### src/rtl/tcwg_pkg.sv
`default_nettype none

package tcwg_pkg;

    // Fixed field widths of the streaming payload
    localparam int unsigned FieldBits   = 30;
    localparam int unsigned SegBits     = 16;
    localparam int unsigned InDataBits  = 96;
    localparam int unsigned OutDataBits = 32;

    // Arithmetic width of the growth path and the divider
    localparam int unsigned CalcBits    = 32;
    localparam int unsigned DivCntBits  = $clog2(CalcBits);

    // Segment size after reset
    localparam logic [SegBits-1:0] SegReset = 16'd1460;

    // Configuration register indexes
    localparam logic RegSegmentSize = 1'b0;

    // Operation codes carried in tuser
    localparam logic OpAck  = 1'b0;
    localparam logic OpLoad = 1'b1;

    // Controller to datapath commands
    typedef struct packed {
        logic load_in;
        logic start_div;
        logic div_step;
        logic commit;
    } t_cmd;

    // Datapath to controller status
    typedef struct packed {
        logic need_div;
        logic div_done;
        logic out_free;
    } t_sts;

endpackage

`default_nettype wire

### src/rtl/tcwg_ctrl.sv
`default_nettype none

module tcwg_ctrl (
    input  wire                 i_clk,
    input  wire                 i_rst_n,
    input  wire                 i_in_valid,
    output logic                o_in_ready,
    input  wire tcwg_pkg::t_sts i_sts,
    output tcwg_pkg::t_cmd      o_cmd
);

    typedef enum logic [4:0] {
        S_IDLE   = 5'b00001,
        S_CHECK  = 5'b00010,
        S_MUL    = 5'b00100,
        S_DIV    = 5'b01000,
        S_UPDATE = 5'b10000
    } t_state;

    t_state r_state;
    t_state n_state;

    // Take a transaction only when no item is in flight
    assign o_in_ready = (r_state == S_IDLE);

    // Next state and command decode
    always_comb begin
        n_state = r_state;
        o_cmd   = '0;
        unique case (r_state)
            S_IDLE: begin
                if (i_in_valid) begin
                    o_cmd.load_in = 1'b1;
                    n_state       = S_CHECK;
                end
            end
            S_CHECK: begin
                n_state = i_sts.need_div ? S_MUL : S_UPDATE;
            end
            S_MUL: begin
                o_cmd.start_div = 1'b1;
                n_state         = S_DIV;
            end
            S_DIV: begin
                o_cmd.div_step = 1'b1;
                if (i_sts.div_done) begin
                    n_state = S_UPDATE;
                end
            end
            S_UPDATE: begin
                if (i_sts.out_free) begin
                    o_cmd.commit = 1'b1;
                    n_state      = S_IDLE;
                end
            end
            default: begin
                n_state = S_IDLE;
            end
        endcase
    end

    always_ff @(posedge i_clk) begin
        if (!i_rst_n) begin
            r_state <= S_IDLE;
        end else begin
            r_state <= n_state;
        end
    end

endmodule

`default_nettype wire

### src/rtl/tcwg_dp.sv
`default_nettype none

module tcwg_dp #(
    parameter int unsigned WINDOW_BITS = 30
) (
    input  wire                                 i_clk,
    input  wire                                 i_rst_n,
    input  wire tcwg_pkg::t_cmd                 i_cmd,
    output tcwg_pkg::t_sts                      o_sts,
    input  wire [tcwg_pkg::SegBits-1:0]         i_seg,
    input  wire                                 i_op,
    input  wire [tcwg_pkg::FieldBits-1:0]       i_ssthresh,
    input  wire                                 i_fast,
    input  wire [tcwg_pkg::FieldBits-1:0]       i_adv,
    input  wire [tcwg_pkg::FieldBits-1:0]       i_new_window,
    output logic                                o_out_valid,
    input  wire                                 i_out_ready,
    output logic [tcwg_pkg::FieldBits-1:0]      o_window,
    output logic                                o_at_limit
);

    localparam int unsigned CB = tcwg_pkg::CalcBits;
    localparam int unsigned FB = tcwg_pkg::FieldBits;
    localparam int unsigned DB = tcwg_pkg::DivCntBits;
    localparam logic [CB:0] WinMax = (33'd1 << WINDOW_BITS) - 33'd1;

    // Window state
    logic [WINDOW_BITS-1:0] r_cong;
    logic                   r_stop;

    // Latched item
    logic          r_op;
    logic          r_fast;
    logic [FB-1:0] r_ssth;
    logic [FB-1:0] r_adv;
    logic [FB-1:0] r_neww;

    // Divider
    logic [CB:0]   r_rem;
    logic [CB-1:0] r_quo;
    logic [DB-1:0] r_cnt;

    // Output register
    logic          r_out_valid;
    logic [FB-1:0] r_out_win;
    logic          r_out_lim;

    logic [CB-1:0] w_sq;
    logic [CB-1:0] w_cong32;
    logic [CB-1:0] w_thr32;
    logic [CB-1:0] w_adv32;
    logic [CB-1:0] w_load32;
    logic          w_slow;
    logic [CB-1:0] w_inc;
    logic [CB:0]   w_sum;
    logic [CB-1:0] w_sat;
    logic [CB-1:0] w_grown;
    logic [CB-1:0] n_cong32;
    logic          n_stop;
    logic [CB:0]   w_trial;
    logic          w_ge;
    logic          w_out_free;

    // Square of the segment size, registered into the divider
    assign w_sq = i_seg * i_seg;

    assign w_cong32 = CB'(r_cong);
    assign w_thr32  = CB'(r_ssth);
    assign w_adv32  = CB'(r_adv);
    assign w_load32 = CB'(WINDOW_BITS'(CB'(r_neww)));

    assign w_slow     = (w_cong32 < w_thr32) || r_fast;
    assign w_out_free = !r_out_valid || i_out_ready;

    // Growth: one segment in slow start or for an empty window, else quotient
    assign w_inc   = (!w_slow && (w_cong32 != '0)) ? r_quo : CB'(i_seg);
    assign w_sum   = {1'b0, w_cong32} + {1'b0, w_inc};
    assign w_sat   = (w_sum > WinMax) ? WinMax[CB-1:0] : w_sum[CB-1:0];
    assign w_grown = r_stop ? w_cong32 : w_sat;

    // Select the new window and limit flag
    always_comb begin
        priority if (r_op == tcwg_pkg::OpLoad) begin
            n_cong32 = w_load32;
            n_stop   = r_stop;
        end else if (w_slow) begin
            n_cong32 = w_grown;
            n_stop   = r_stop || (w_grown == w_adv32);
        end else begin
            n_cong32 = w_grown;
            n_stop   = !(w_grown < w_adv32);
        end
    end

    // One restoring divide step
    assign w_trial = {r_rem[CB-1:0], r_quo[CB-1]};
    assign w_ge    = (w_trial >= {1'b0, w_cong32});

    assign o_sts.need_div = (r_op == tcwg_pkg::OpAck) && !w_slow && !r_stop
                            && (w_cong32 != '0);
    assign o_sts.div_done = (r_cnt == DB'(CB - 1));
    assign o_sts.out_free = w_out_free;

    // Latch the accepted item
    always_ff @(posedge i_clk) begin
        if (i_cmd.load_in) begin
            r_op   <= i_op;
            r_fast <= i_fast;
            r_ssth <= i_ssthresh;
            r_adv  <= i_adv;
            r_neww <= i_new_window;
        end
    end

    // Iterate the divider, one quotient bit per cycle
    always_ff @(posedge i_clk) begin
        if (i_cmd.start_div) begin
            r_rem <= '0;
            r_quo <= w_sq;
            r_cnt <= '0;
        end else if (i_cmd.div_step) begin
            r_rem <= w_ge ? (w_trial - {1'b0, w_cong32}) : w_trial;
            r_quo <= {r_quo[CB-2:0], w_ge};
            r_cnt <= r_cnt + DB'(1);
        end
    end

    // Commit window state
    always_ff @(posedge i_clk) begin
        if (!i_rst_n) begin
            r_cong <= '0;
            r_stop <= 1'b0;
        end else if (i_cmd.commit) begin
            r_cong <= n_cong32[WINDOW_BITS-1:0];
            r_stop <= n_stop;
        end
    end

    // Hold the result until the transaction completes
    always_ff @(posedge i_clk) begin
        if (!i_rst_n) begin
            r_out_valid <= 1'b0;
        end else if (i_cmd.commit) begin
            r_out_valid <= 1'b1;
        end else if (i_out_ready) begin
            r_out_valid <= 1'b0;
        end
    end

    always_ff @(posedge i_clk) begin
        if (i_cmd.commit) begin
            r_out_win <= n_cong32[FB-1:0];
            r_out_lim <= n_stop;
        end
    end

    assign o_out_valid = r_out_valid;
    assign o_window    = r_out_win;
    assign o_at_limit  = r_out_lim;

`ifndef ASSERT_OFF
    a_commit_free: assert property (@(posedge i_clk) disable iff (!i_rst_n)
        i_cmd.commit |-> (!r_out_valid || i_out_ready))
        else $error("result committed over a waiting result");

    a_div_nonzero: assert property (@(posedge i_clk) disable iff (!i_rst_n)
        i_cmd.div_step |-> (w_cong32 != '0))
        else $error("divide step with zero window");

    a_div_avoid: assert property (@(posedge i_clk) disable iff (!i_rst_n)
        i_cmd.div_step |-> ((r_op == tcwg_pkg::OpAck) && !w_slow && !r_stop))
        else $error("divide step outside congestion avoidance growth");

    a_valid_src: assert property (@(posedge i_clk) disable iff (!i_rst_n)
        $rose(r_out_valid) |-> $past(i_cmd.commit))
        else $error("result valid without commit");
`endif

endmodule

`default_nettype wire

### src/rtl/tcp_congestion_window_growth.sv
`default_nettype none

// Reno-style congestion window growth, one result per input transaction.
// An acknowledgement (tuser = 0) grows the window by one segment in slow
// start or fast recovery, and by segment*segment/window in congestion
// avoidance; a load (tuser = 1) writes new_window. An avoidance update passes
// through the 32-step restoring divider that produces one quotient bit per
// cycle; loads, slow start updates, updates of an empty window and updates
// with growth stopped skip the divider. A finished result waits in the
// output register while the next item is taken.
// segment_size sits at byte address 0 of the register port and resets to
// 1460; write it only while no item is in flight.
module tcp_congestion_window_growth #(
    parameter int unsigned WINDOW_BITS = 30
) (
    input  wire         i_clk,
    input  wire         i_rst_n,
    // slave stream
    input  wire         i_s_axis_tvalid,
    output logic        o_s_axis_tready,
    // [29:0] slow_start_threshold, [30] fast_recovery,
    // [60:31] advertised_window, [90:61] new_window, [95:91] zero
    input  wire [95:0]  i_s_axis_tdata,
    // [0] op
    input  wire [0:0]   i_s_axis_tuser,
    // master stream
    output logic        o_m_axis_tvalid,
    input  wire         i_m_axis_tready,
    // [29:0] window, [30] at_limit, [31] zero
    output logic [31:0] o_m_axis_tdata,
    // register port
    input  wire         psel,
    input  wire         penable,
    input  wire         pwrite,
    input  wire [2:0]   paddr,
    input  wire [31:0]  pwdata,
    output logic [31:0] prdata,
    output logic        pready
);

    localparam int unsigned FB = tcwg_pkg::FieldBits;
    localparam int unsigned SB = tcwg_pkg::SegBits;

    logic [SB-1:0]  r_seg;
    tcwg_pkg::t_cmd w_cmd;
    tcwg_pkg::t_sts w_sts;
    logic [FB-1:0]  w_window;
    logic           w_at_limit;

    // Register port: single segment size register
    assign pready = 1'b1;

    always_ff @(posedge i_clk) begin
        if (!i_rst_n) begin
            r_seg <= tcwg_pkg::SegReset;
        end else if (psel && penable && pwrite && pready
                     && (paddr[2] == tcwg_pkg::RegSegmentSize)) begin
            r_seg <= pwdata[SB-1:0];
        end
    end

    assign prdata = (paddr[2] == tcwg_pkg::RegSegmentSize) ? 32'(r_seg) : '0;

    tcwg_ctrl u_ctrl (
        .i_clk      (i_clk),
        .i_rst_n    (i_rst_n),
        .i_in_valid (i_s_axis_tvalid),
        .o_in_ready (o_s_axis_tready),
        .i_sts      (w_sts),
        .o_cmd      (w_cmd)
    );

    tcwg_dp #(
        .WINDOW_BITS (WINDOW_BITS)
    ) u_dp (
        .i_clk        (i_clk),
        .i_rst_n      (i_rst_n),
        .i_cmd        (w_cmd),
        .o_sts        (w_sts),
        .i_seg        (r_seg),
        .i_op         (i_s_axis_tuser[0]),
        .i_ssthresh   (i_s_axis_tdata[29:0]),
        .i_fast       (i_s_axis_tdata[30]),
        .i_adv        (i_s_axis_tdata[60:31]),
        .i_new_window (i_s_axis_tdata[90:61]),
        .o_out_valid  (o_m_axis_tvalid),
        .i_out_ready  (i_m_axis_tready),
        .o_window     (w_window),
        .o_at_limit   (w_at_limit)
    );

    assign o_m_axis_tdata = {1'b0, w_at_limit, w_window};

endmodule

`default_nettype wire
### config.mk
export PLATFORM = sky130hd
export DESIGN_NAME = tcp_congestion_window_growth
export DESIGN_NICKNAME = d
export VERILOG_FILES = /design/src/rtl/tcwg_pkg.sv /design/src/rtl/tcwg_ctrl.sv /design/src/rtl/tcwg_dp.sv /design/src/rtl/tcp_congestion_window_growth.sv
export SDC_FILE = /design/constraint.sdc
export NUM_CORES = 1
export LEC_CHECK = 0
export BUFFER_PORTS_ARGS = -buffer_cell sky130_fd_sc_hd__buf_2
export CAP_MARGIN = 10
export CORE_AREA = 2 2 267 269
export CTS_BUF_LIST = sky130_fd_sc_hd__clkbuf_16
export DETAILED_ROUTE_END_ITERATION = 12
export DIE_AREA = 0 0 269 271
export PLACE_DENSITY = 0.55
export SYNTH_ARGS = -nofsm -noshare
export SYNTH_HDL_FRONTEND = slang
export SYNTH_HIERARCHICAL = 1
export SYNTH_SLANG_ARGS = --single-unit
### constraint.sdc
create_clock -name i_clk -period 5.89 [get_ports i_clk]
set_clock_uncertainty 0.05 [all_clocks]
set_input_delay 1.178 -clock i_clk [delete_from_list [all_inputs] [get_ports i_clk]]
set_output_delay 1.178 -clock i_clk [all_outputs]
set_load 0.01 [all_outputs]
==> summary.txt <==
Route
  – Post-route DRC violation count: 0
  – Post-DRT Antenna Nets: 0
  – Via Count: 18800
  – DRT Pass-1 Iters: 5
  – Drt initial violations: 1210
  – Wirelength per Cell: 17.1 microns
  – Routed Wire Length: 64800 microns
  – Vias per cell: 4.95

Status
  – Status: complete, but fails checks
  – Failing checks: setup timing

CTS
  – Clock Root Buffer: clkbuf_16
  – H-tree levels: 1
  – CTS Buf Count: 29
  – Clock sink total: 245
  – Clk_lat worst skew: 0.60 ns
  – CTS tree: yes
  – Clock-pin transition on the worst setup and hold timing paths: ~0.070 ns
  – CTS max path bufs: 3

Setup path
  – CP peak stage delay: 0.37 ns
  – Setup crit start kind: flop
  – Setup Crit Path Kind: reg2reg
  – Slowest stage cell, crit path: a221o_1
  – Critical Path Fanout Max: 8
  – Crit end category: flop
  – CP Data Arrival Time: roughly 6.7 ns
  – Req. time, crit path: 6.17 ns

Cells and area
  – Fill cells: 6831
  – Multi-input gate area in the final layout: 15100 sq um
  – Commonest non-fill, non-tap cell in the layout: buf_4
  – Layout Nets: between 3000 and 4000
  – Layout overhead on the synthesized area: 28.9%
  – Antenna Cells: 0
  – Register cell area after layout: roughly 6500 sq um
  – Most frequent cells in the layout: buf_4, inv_1, nand2_1
  – Share of cells above drive strength 1: 28.7%

Pwr
  – PD cells: 227 nW/um^2
  – Reg power frac: 29.7%
  – Design Power: ~6.5 mW
  – Sw Share: around a third
  – Combinational share of power: 42.3%
  – Clock power share: 28.1%
  – Internal Power: approximately 4.3 mW
  – LEAKAGE: 13.4 nW
  – Peak supply drop: 0.359 mV
  – Sw Pwr: 2.15 mW

Synth
  – Syn Inst Count: between 2000 and 2500
  – Post-synthesis sequential area ratio: between 20 and 30%
  – Synth Register Bits: 245
  – Mapped Avg Cell Area: roughly 9.4 sq um
  – Yosys cell types: 83
  – Synth Flop Type: edfxtp_1
  – Yosys warning count: 6
  – Post-synth EDFFs: roughly 160
  – Async set or reset register ratio after synthesis: 0%
  – Mapped cell area: 22200 sq um

Timing
  – Final WS setup: -0.551 ns
  – Setup TNS Final: -3.97 ns
  – Period utilization: 109%
  – Max-slew headroom: 20.3%
  – Hold_ws: 0.404 ns
  – Worst-Margin Slew: 1.19 ns
  – Minimum clock period: 6.44 ns
  – Max Fclk: 0.155 GHz
  – Pins Over Slew Limit: 0
  – Final setup fails: 15
  – Final Hold Viols: 0
  – RSZ-0062 raised after global routing: yes

Floorplan
  – Core outline area: 69800 sq um
  – Top Ports: ~210
  – Die Y: 271 microns
  – Rows: 97
  – DIE WIDTH: 269 microns
  – Die area: roughly 73000 sq um
  – Starting density of the core: 31.8%

Global route
  – Vias in the first global route: 19600
  – Global router's overall resource usage: 17.5%
  – Largest net degree at the start of global routing: 68
  – First-pass GRT wire length: 102000 microns
  – Initial antenna violation count: 0
  – Grt ovf: 0

Place
  – Port-buffer cells: approximately 160
  – Detailed placement HPWL: 50700 microns
  – Gpl congestion: around 0.90

Flow run
  – Max-Cap Viols: 0

Min path
  – HP Class: reg2reg
## cell usage after synthesis (all sizes together), types with 21 or more instances
cell      n  area share (%)
dfxtp    90             8.1
a21o     44             1.5
o221ai   31             1.2
a21oi   157             3.6
o21ai    92             2.1
nor2b    69             1.9
buf      41             1.3
mux2     30             1.5
clkbuf   66             1.1
mux2i    25             1.2
and2     77             2.2
nand2b   21            0.60
nand2   223             3.8
a31oi    22            0.62
fa      166              15
nor3     31            0.74
xnor2    50             2.0
edfxtp  155              21
xor2     30             1.2
ha      223              13
nor2    143             2.5
nand3    31            0.70
inv     309             5.2
## power groups by stage
| stage | sequential (mW) | clock (mW) | combinational [mW] |
|---|---|---|---|
| 3_3_place_gp | 1.97 | 0 | 2.22 |
| 5_1_grt | 1.93 | 1.93 | 3.02 |
| 4_1_cts | 1.93 | 1.87 | 2.49 |
| 2_1_floorplan | 1.96 | 0 | 1.50 |
| 3_5_place_dp | 1.97 | 0 | 2.25 |
| 6_report | 1.93 | 1.82 | 2.74 |
## state kept, by name, summed over array words and instances, names as in the netlist
signal            cells
u_dp/r_adv           30
r_seg                16
u_dp/r_cong          30
u_dp/r_ssth          30
u_dp/r_rem           32
u_dp/r_stop           1
u_ctrl/r_state        5
u_dp/r_cnt            5
u_dp/r_neww          30
u_dp/r_fast           1
u_dp/o_out_valid      1
u_dp/r_op             1
u_dp/o_window        30
u_dp/o_at_limit       1
u_dp/r_quo           32
## what timing repair did
| action | CTS | global route |
|---|---|---|
| endpoints found under the setup margin | 34 | 45 |
| hold endpoints to repair | 0 | 0 |
| hold buffers | 0 | 0 |
| resized for setup | 118 | 101 |
| pin swaps | 57 | 81 |
| gates cloned | 2 | 1 |
| buffers inserted | 30 | 29 |
## logic make-up after synthesis
kind of cell / count (synthesis) / synth area share, %
AND/OR/NAND/NOR: 679 / 15.3
AO/OA/AOI/OAI: 488 / 14.6
buffers and inverters: 416 / 7.62
adder cells (fa/ha/maj): 389 / 27.5
flip-flops: 245 / 29.0
XOR/XNOR: 80 / 3.15
multiplexers: 55 / 2.70
other: 2 / 0.0338
## cell type report
type                       instances  share of cell area (%)
multi-input combinational       1709                    52.6
sequential                       245                    22.7
timing repair buffer             534                    13.2
tap                              940                    4.11
inverter                         309                    4.06
clock buffer                      29                    2.53
clock inverter                    25                   0.756
## through the flow
step | std cells | instance area [sq um] | worst slack [ns] | util, %
2_1_floorplan | 2370 | 22600 | -0.00400 | -
3_3_place_gp | 3679 | 26400 | -0.617 | 37.8
3_5_place_dp | 3679 | 26400 | -0.703 | 37.8
4_1_cts | 3764 | 28000 | -0.498 | 40.2
5_1_grt | 3791 | 28600 | -0.886 | 41.1
6_report | 3791 | 28600 | -0.551 | 41.1
## metal layers
| metal | up-vias | part of all wire [%] | GRT usage (%) |
|---|---|---|---|
| li1 | 9005 | - | - |
| met1 | 9263 | 43 | 22.3 |
| met2 | 417 | 51 | 31.1 |
| met3 | 83 | 3.6 | 1.85 |
| met4 | 0 | 2.2 | 4.68 |
| met5 | - | 0 | 0 |
## worst max-delay path, delay by kind of cell (launching register included)
kind | cells | cell delay (ns)
AO/OA/AOI/OAI | 11 | 2.24
adder cells (fa/ha/maj) | 3 | 0.82
buffers and inverters | 4 | 0.52
flip-flops | 1 | 0.34
multiplexers | 2 | 0.64
AND/OR/NAND/NOR | 11 | 1.53
## final timing paths
check,slack (ns),from,endpoint,depth (start not counted)
max,-0.55,u_dp/r_ssth[28],u_dp/o_at_limit,31
min,0.40,u_dp/r_rem[31],u_dp/r_rem[31],2
max reg2reg,-0.55,u_dp/r_ssth[28],u_dp/o_at_limit,31
min reg2reg,0.40,u_dp/r_rem[31],u_dp/r_rem[31],2
Power figures use the tool's default switching activity.
